$ cat config.mk
export PLATFORM = sky130hd
export DESIGN_NAME = fault_injection_table
export DESIGN_NICKNAME = d
export VERILOG_FILES = /design/src/hdl/fit_pkg.sv /design/src/hdl/fit_ram.sv /design/src/hdl/fault_injection_table.sv
export SDC_FILE = /design/constraint.sdc
export NUM_CORES = 2
export LEC_CHECK = 0
export BUFFER_PORTS_ARGS = -buffer_cell sky130_fd_sc_hd__buf_2
export CORE_MARGIN = 4
export CORE_UTILIZATION = 30
export CTS_CLUSTER_SIZE = 10
export DETAILED_ROUTE_END_ITERATION = 12
export SYNTH_ARGS = -nofsm -noshare
export SYNTH_HDL_FRONTEND = slang
export SYNTH_HIERARCHICAL = 1
export SYNTH_SLANG_ARGS = --single-unit
export TNS_END_PERCENT = 50
$ cat constraint.sdc
create_clock -name clk -period 7.8 [get_ports clk]
set_input_delay 0 -clock clk [delete_from_list [all_inputs] [get_ports clk]]
set_output_delay 0 -clock clk [all_outputs]
set_load 0.02 [all_outputs]
$ cat src/hdl/fit_pkg.sv
// shared constants and types for the fault injection table
package fit_pkg;
  localparam int unsigned SLOT_COUNT_DEF = 8;
  localparam int unsigned KEY_BITS_DEF = 16;
  localparam int unsigned IN_KEY_W = 16;
  localparam int unsigned VAL_W = 32;
  localparam int unsigned MODE_W = 2;
  localparam logic [31:0] LCG_MUL = 32'd1664525;
  localparam logic [31:0] LCG_ADD = 32'd1013904223;
  localparam logic [15:0] PERCENT_RANGE = 16'd100;
  localparam int unsigned DRAW_SHIFT = 16;

  typedef enum logic [1:0] {
    MODE_ONCE    = 2'd0,
    MODE_AFTER_N = 2'd1,
    MODE_EVERY_N = 2'd2,
    MODE_PROB    = 2'd3
  } mode_t;

  localparam logic OP_CONFIG = 1'b0;
  localparam logic OP_QUERY  = 1'b1;
endpackage

$ cat src/hdl/fit_ram.sv
// generic ram with one write port and one registered read port
module fit_ram #(
  parameter int unsigned WIDTH = 8,
  parameter int unsigned DEPTH = 8
) (
  input  logic                     clk,
  input  logic                     we,
  input  logic [$clog2(DEPTH)-1:0] waddr,
  input  logic [WIDTH-1:0]         wdata,
  input  logic [$clog2(DEPTH)-1:0] raddr,
  output logic [WIDTH-1:0]         rdata
);
  logic [WIDTH-1:0] mem [DEPTH];

  always_ff @(posedge clk) begin
    if (we) begin
      mem[waddr] <= wdata;
    end
    rdata <= mem[raddr];
  end
endmodule

$ cat src/hdl/fault_injection_table.sv
// fault injection table: slot scan over the entry and hit rams, per-mode decision, result register
// sequencing: configure and query scan k slots (1..SLOT_COUNT), each via S_CHECK then S_READ;
//   a query hit goes on via S_DIV and S_DRAW for every-n, S_LCG and S_DRAW for probability
// throughput: one word at a time; next word accepted once the result register is free
//   and the scan is done; the ram read port is the limiting resource
// reset: rst_n synchronous active low clears armed bits, lcg state to one, output empty
module fault_injection_table
  import fit_pkg::*;
#(
  parameter int unsigned SLOT_COUNT = SLOT_COUNT_DEF,
  parameter int unsigned KEY_BITS = KEY_BITS_DEF
) (
  input  logic        clk,
  input  logic        rst_n,
  input  logic        cfg_we,
  input  logic [31:0] cfg_wdata,
  input  logic        in_tvalid,
  output logic        in_tready,
  input  logic [55:0] in_tdata,   // op[0], key[16:1], mode[18:17], value[50:19], zero pad
  output logic        out_tvalid,
  input  logic        out_tready,
  output logic [7:0]  out_tdata   // status[0], fail[1], fired_mode[3:2], zero pad
);
  localparam int unsigned SW = (SLOT_COUNT > 1) ? $clog2(SLOT_COUNT) : 1;
  localparam int unsigned RD = (SLOT_COUNT > 1) ? SLOT_COUNT : 2;
  localparam int unsigned EW = KEY_BITS + MODE_W + VAL_W;
  localparam int unsigned CW = (SW + 1 > 6) ? SW + 1 : 6;

  typedef enum logic [2:0] {
    S_IDLE, S_READ, S_CHECK, S_DIV, S_LCG, S_DRAW, S_DONE
  } state_t;

  state_t state_r;
  logic [SW:0] slot_r;
  logic op_r;
  logic [KEY_BITS-1:0] key_r;
  logic [MODE_W-1:0] mode_r;
  logic [VAL_W-1:0] value_r;
  logic [SLOT_COUNT-1:0] armed_r;
  logic [31:0] lcg_r, hits_r, rem_r;
  logic [CW-1:0] cnt_r;
  logic status_r, fail_r;
  logic [1:0] fmode_r;
  logic ovalid_r;

  // entry ram holds key, mode, value; hits ram holds counts
  logic ent_we, hit_we;
  logic [EW-1:0] ent_wdata, ent_rdata;
  logic [31:0] hit_wdata, hit_rdata;
  logic [SW-1:0] idx;

  assign idx = slot_r[SW-1:0];

  fit_ram #(.WIDTH(EW), .DEPTH(RD)) u_ent (
    .clk, .we(ent_we), .waddr(idx), .wdata(ent_wdata), .raddr(idx), .rdata(ent_rdata)
  );
  fit_ram #(.WIDTH(32), .DEPTH(RD)) u_hit (
    .clk, .we(hit_we), .waddr(idx), .wdata(hit_wdata), .raddr(idx), .rdata(hit_rdata)
  );

  logic [KEY_BITS-1:0] e_key;
  logic [MODE_W-1:0] e_mode;
  logic [VAL_W-1:0] e_val;
  logic [KEY_BITS-1:0] in_key;
  logic [31:0] hits_inc;
  logic slot_armed, key_eq, cfg_hit, qry_hit, last_slot;
  logic [32:0] rem_sh;
  logic [31:0] lcg_step;
  logic [15:0] draw;

  assign e_key  = ent_rdata[KEY_BITS-1:0];
  assign e_mode = ent_rdata[KEY_BITS +: MODE_W];
  assign e_val  = ent_rdata[KEY_BITS+MODE_W +: VAL_W];
  assign in_key = KEY_BITS'(in_tdata[16:1]);
  assign slot_armed = armed_r[idx];
  assign key_eq = (e_key == key_r);
  assign cfg_hit = !slot_armed || key_eq;
  assign qry_hit = slot_armed && key_eq;
  assign last_slot = (slot_r == (SW+1)'(SLOT_COUNT - 1));
  assign hits_inc = hit_rdata + 32'd1;
  assign rem_sh = {rem_r, hits_r[31]};
  assign lcg_step = lcg_r * LCG_MUL + LCG_ADD;
  assign draw = lcg_r[31:DRAW_SHIFT];

  assign ent_we = (state_r == S_READ) && (op_r == OP_CONFIG) && cfg_hit;
  assign ent_wdata = {value_r, mode_r, key_r};
  assign hit_we = (state_r == S_READ) && (op_r == OP_CONFIG ? cfg_hit : qry_hit);
  assign hit_wdata = (op_r == OP_CONFIG) ? 32'd0 : hits_inc;

  assign in_tready = (state_r == S_IDLE) && !ovalid_r;
  assign out_tvalid = ovalid_r;
  assign out_tdata = {4'd0, fmode_r, fail_r, status_r};

  // S_READ here means address presented last cycle, data valid now
  always_ff @(posedge clk) begin
    if (!rst_n) begin
      state_r  <= S_IDLE;
      armed_r  <= '0;
      lcg_r    <= 32'd1;
      ovalid_r <= 1'b0;
      slot_r   <= '0;
    end else begin
      if (cfg_we) begin
        lcg_r <= (cfg_wdata == 32'd0) ? 32'd1 : cfg_wdata;
      end
      if (ovalid_r && out_tready) begin
        ovalid_r <= 1'b0;
      end
      case (state_r)
        S_IDLE: begin
          if (in_tvalid && in_tready) begin
            op_r    <= in_tdata[0];
            key_r   <= in_key;
            mode_r  <= in_tdata[18:17];
            value_r <= in_tdata[50:19];
            slot_r  <= '0;
            status_r <= 1'b0;
            fail_r  <= 1'b0;
            fmode_r <= '0;
            state_r <= S_CHECK;
          end
        end
        S_CHECK: state_r <= S_READ;  // ram read in flight
        S_READ: begin
          if (op_r == OP_CONFIG) begin
            if (cfg_hit) begin
              armed_r[idx] <= 1'b1;
              state_r <= S_DONE;
            end else if (last_slot) begin
              status_r <= 1'b1;
              state_r <= S_DONE;
            end else begin
              slot_r <= slot_r + 1'b1;
              state_r <= S_CHECK;
            end
          end else if (qry_hit) begin
            hits_r <= hits_inc;
            value_r <= e_val;
            mode_r <= e_mode;
            fmode_r <= e_mode;
            rem_r <= '0;
            cnt_r <= '0;
            case (mode_t'(e_mode))
              MODE_ONCE: begin
                if (hits_inc == 32'd1) begin
                  armed_r[idx] <= 1'b0;
                  fail_r <= 1'b1;
                end
                state_r <= S_DONE;
              end
              MODE_AFTER_N: begin
                fail_r <= (hits_inc > e_val);
                state_r <= S_DONE;
              end
              MODE_EVERY_N: state_r <= (e_val != 32'd0) ? S_DIV : S_DONE;
              MODE_PROB: state_r <= S_LCG;
              default: state_r <= S_DONE;
            endcase
          end else if (last_slot) begin
            state_r <= S_DONE;
          end else begin
            slot_r <= slot_r + 1'b1;
            state_r <= S_CHECK;
          end
        end
        S_DIV: begin
          // restoring division, one quotient bit per cycle
          hits_r <= {hits_r[30:0], 1'b0};
          if (rem_sh >= {1'b0, value_r}) begin
            rem_r <= 32'(rem_sh - {1'b0, value_r});
          end else begin
            rem_r <= rem_sh[31:0];
          end
          cnt_r <= cnt_r + 1'b1;
          if (cnt_r == CW'(31)) begin
            state_r <= S_DRAW;
          end
        end
        S_LCG: begin
          lcg_r <= lcg_step;
          state_r <= S_DRAW;
        end
        S_DRAW: begin
          if (mode_r == MODE_PROB && fmode_r == MODE_PROB) begin
            // draw mod 100 via quotient estimate and one correction
            rem_r <= 32'(draw) - 32'(32'(draw) * 32'd655 >> 16) * 32'(PERCENT_RANGE);
            mode_r <= MODE_ONCE;
            state_r <= S_DRAW;
          end else if (fmode_r == MODE_PROB) begin
            if (rem_r >= 32'(PERCENT_RANGE)) begin
              fail_r <= (value_r != 0) && ((rem_r - 32'(PERCENT_RANGE)) < value_r);
            end else begin
              fail_r <= (value_r != 0) && (rem_r < value_r);
            end
            state_r <= S_DONE;
          end else begin
            fail_r <= (rem_r == 32'd0);
            state_r <= S_DONE;
          end
        end
        S_DONE: begin
          if (!fail_r) fmode_r <= '0;
          ovalid_r <= 1'b1;
          state_r <= S_IDLE;
        end
        default: state_r <= S_IDLE;
      endcase
    end
  end
endmodule

==> flow_results.xml <==
<?xml version="1.0" encoding="UTF-8"?>
<metrics>
  <group name="power">
    <metric name="total_power" unit="mW">21.7</metric>
    <metric name="cellPowerDensity" unit="nW/µm²">363</metric>
    <metric name="share_clk_of_total_power" unit="%">21.1</metric>
    <metric name="netSwitchingPower" unit="mW">8.08</metric>
    <metric name="comb_power_share" unit="%">52.3</metric>
    <metric name="leakage" unit="nW">23.5</metric>
    <metric name="power_report.internal_total" unit="mW">13.6</metric>
    <metric name="power.share.sequential" unit="%">26.5</metric>
    <metric name="vdd_ir_drop_max" unit="mV">0.678</metric>
    <metric name="switching_share" unit="%">37.3</metric>
  </group>
  <group name="timing">
    <metric name="achievable-frequency" unit="MHz">123</metric>
    <metric name="holdWs" unit="ns">0.0568</metric>
    <metric name="finalSetupViolCount" unit="">18</metric>
    <metric name="rsz0062_at_grt" unit="">true</metric>
    <metric name="final_hold_viol_count" unit="">0</metric>
    <metric name="finalClockSkew" unit="ns">0.0656</metric>
    <metric name="final.setup.worst_slack" unit="ns">-0.310</metric>
    <metric name="max-slew-margin-rel" unit="%">17.2</metric>
    <metric name="min_period" unit="ns">8.11</metric>
    <metric name="worstMarginPinSlew" unit="ns">1.23</metric>
    <metric name="min_period_over_period" unit="%">104</metric>
    <metric name="slew_violations" unit="">0</metric>
  </group>
  <group name="run_status">
    <metric name="outcome" unit="">finished, violations left</metric>
    <metric name="violations_in_the_final_reports" unit="">negative setup slack</metric>
  </group>
  <group name="cts">
    <metric name="cts.path.max_buffers" unit="">3</metric>
    <metric name="clkLatencyLatePin" unit="ns">0.72</metric>
    <metric name="cts.htree.levels" unit="">3</metric>
    <metric name="clkTransAtPathRegs" unit="ns">0.06</metric>
    <metric name="cts-root-buf" unit="">clkbuf_16</metric>
    <metric name="sinks_on_the_clock_net" unit="">911</metric>
    <metric name="cts_made_buffers" unit="">104</metric>
    <metric name="tritoncts" unit="">yes</metric>
  </group>
  <group name="worst_setup_path">
    <metric name="worst-endpoint-required" unit="ns">8.32</metric>
    <metric name="timing_worst_setup_path_type" unit="">reg2reg</metric>
    <metric name="cp_max_fo" unit="">8</metric>
    <metric name="critPathTopFamily" unit="">adder cells</metric>
    <metric name="timing.critical_path.arrival" unit="ns">8.63</metric>
    <metric name="critPathMaxStageDelay" unit="ns">0.60</metric>
    <metric name="critical_path_buf_inv_count" unit="">5</metric>
    <metric name="crit_path_end_kind" unit="">flip-flop</metric>
    <metric name="critPathSlowestCell" unit="">fa_2</metric>
    <metric name="start_kind" unit="">flip-flop</metric>
    <metric name="crit_top_cell" unit="">a21oi_2</metric>
  </group>
  <group name="synthesis">
    <metric name="yosys_warnings" unit="">6</metric>
    <metric name="syn_area_per_cell" unit="µm²">13.9</metric>
    <metric name="synth_area" unit="µm²">50900</metric>
    <metric name="synth-edff-count" unit="">781</metric>
    <metric name="asyncSetResetFlopFracSynth" unit="%">0</metric>
    <metric name="netlist_instances" unit="">3667</metric>
    <metric name="synth_cell_types" unit="">78</metric>
    <metric name="ys_dominant_reg_cell" unit="">edfxtp_1</metric>
    <metric name="yosysSeqAreaShare" unit="%">51.2</metric>
    <metric name="number_of_synthesized_register_bits" unit="">911</metric>
  </group>
  <group name="floorplanning">
    <metric name="die_height" unit="µm">420</metric>
    <metric name="io-pin-count" unit="">103</metric>
    <metric name="placeableCoreArea" unit="µm²">168000</metric>
    <metric name="fp.dieW" unit="µm">420</metric>
    <metric name="start_util" unit="%">30.3</metric>
    <metric name="floorplan.die_area" unit="µm²">176000</metric>
    <metric name="placementRows" unit="">150</metric>
  </group>
  <group name="global_route">
    <metric name="gr-usage-all-layers" unit="%">14.4</metric>
    <metric name="met2_usage" unit="%">24.0</metric>
    <metric name="grt_first_pass_wirelength" unit="µm">195000</metric>
    <metric name="antenna_found_initial" unit="">3</metric>
    <metric name="first_global_vias" unit="">32005</metric>
    <metric name="met1_usage" unit="%">19.4</metric>
    <metric name="grt_busiest_layer" unit="">met2</metric>
    <metric name="grt.met3_usage" unit="%">2.11</metric>
    <metric name="grt_max_degree" unit="">78</metric>
    <metric name="grt-ovfl-total" unit="">0</metric>
  </group>
  <group name="place">
    <metric name="port_buffers" unit="">93</metric>
    <metric name="pre_cts_slack" unit="ns">-0.473</metric>
    <metric name="placement.cell_area" unit="µm²">54800</metric>
    <metric name="dp.final_hpwl" unit="µm">87700</metric>
    <metric name="gp_routability_congestion" unit="">0.889</metric>
  </group>
  <group name="detailed_routing">
    <metric name="routed_wire_length_per_instance" unit="µm">20.3</metric>
    <metric name="postRouteAntennaNets" unit="">0</metric>
    <metric name="number_of_remaining_drc_errors" unit="">0</metric>
    <metric name="drt-total-wl" unit="µm">129000</metric>
    <metric name="drt_pass1_iterations" unit="">5</metric>
    <metric name="drt-vias-per-instance" unit="">4.94</metric>
    <metric name="detailroute.via_count" unit="">31246</metric>
    <metric name="detail_route.iter0.violations" unit="">2253</metric>
  </group>
  <group name="layout">
    <metric name="drive_gt1_share" unit="%">14.3</metric>
    <metric name="finalNetCount" unit="">4747</metric>
    <metric name="flow.area_growth_from_synthesis" unit="%">17.1</metric>
    <metric name="layout.cells.most_common" unit="">edfxtp_1</metric>
    <metric name="final_cell_area" unit="µm²">59700</metric>
    <metric name="most-common-layout-cells" unit="">edfxtp_1, ha_1, inv_1</metric>
  </group>
  <group name="min_path">
    <metric name="min_path_type" unit="">in2reg</metric>
  </group>
  <group name="job">
    <metric name="drv.max_cap_violation_count" unit="">0</metric>
  </group>
</metrics>
==> cells by family (layout without fill, tap and decap cells) <==
logic type	count (synthesis)	after routing	share of synthesized area, %
AOI/OAI and AO/OA	497	497	6.21
xor gates and xnor gates	189	189	3.26
adders and majority gates	621	621	18.1
buffers and inverters	492	940	3.97
DFF	911	911	51.2
muxes	265	265	10.5
other	1	6	0.00736
and+or+nand+nor	691	691	6.77
==> final timing paths <==
path                                   to  cells after the start  slack, ns    startpoint
worst max-delay path            rem_r[28]                     38      -0.31     lcg_r[22]
worst min-delay path            key_r[11]                      2       0.06  in_tdata[12]
worst max register to register  rem_r[28]                     38      -0.31     lcg_r[22]
worst min register to register  flip-flop                      2       0.48     flip-flop
==> registers in the layout, summed over array words and instances, names as in the netlist, named ones only <==
name         cells
cnt_r            6
op_r             1
mode_r           2
u_hit/mem      256
fmode_r          2
slot_r           4
state_r          3
u_ent/rdata     50
value_r         32
fail_r           1
u_ent/mem      400
lcg_r           32
hits_r          32
out_tvalid       1
rem_r           32
status_r         1
u_hit/rdata     32
key_r           16
==> metrics by stage <==
stage | util, % | std cells | setup TNS, ns
after floorplan | - | 3670 | 0
final | 35.5 | 6324 | -4.61
after global routing | 35.5 | 6322 | -12.07
after CTS | 35.4 | 6315 | -3.35
after detailed placement | 32.6 | 5983 | -7.66
after global placement | 32.6 | 5983 | -4.82
==> cell type report <==
type / instances / area (µm²)
sequential: 911 / 26100
clock buffer: 181 / 2970
inverter: 383 / 1450
timing repair buffer: 366 / 2860
clock inverter: 10 / 168
tap: 2204 / 2760
antenna: 2 / 5.00
multi-input combinational: 2267 / 23400
fill: 16139 / 108000
==> Yosys cell counts (20+ instances only) <==
library cell  instances  area [µm²]
nor2_1              188         706
nand2_1             149         559
a211oi_1             29         218
clkbuf_1             63         236
nand3_1              42         210
nand4_1              41         257
edfxtp_1            781       23500
nor3_1               57         285
o21ai_0             108         541
mux4_2               26         586
inv_1               382        1430
xor2_1               82         718
fa_1                193        3860
nor4_1               40         250
dfxtp_1             130        2600
o211ai_1             20         150
ha_1                428        5360
a21oi_1             142         711
mux4_1              140        3680
a21o_1               66         495
nand2b_1             33         206
and2_1               26         163
and3_1               22         138
mux2_2               85         957
xnor2_1             106         928
nor2b_1              38         238
==> what timing repair did <==
| item | in CTS | in global routing |
|---|---|---|
| hold endpoints to repair | 94 | 0 |
| setup buffers | 15 | 7 |
| pin swaps | 18 | 45 |
| gates resized for setup | 36 | 33 |
| hold buffers | 125 | 0 |
| endpoints found under the setup margin | 20 | 22 |
| gates cloned | 1 | 0 |
==> layer usage <==
layer / routed length, µm / part of all wire [%]
met5: 0 / 0
met4: 3970 / 3.1
met3: 6540 / 5.1
met2: 61600 / 48
met1: 56400 / 44
==> power by group through the flow <==
stage / clock (mW) / sequential (mW) / combinational (mW)
global placement: 0 / 5.84 / 10.2
global route: 4.91 / 5.76 / 12.7
finish: 4.58 / 5.75 / 11.4
CTS: 4.70 / 5.75 / 11.0
detailed placement: 0 / 5.84 / 10.2
floorplan: 0 / 5.74 / 7.28
No activity file was read; power rests on OpenSTA's default activity.
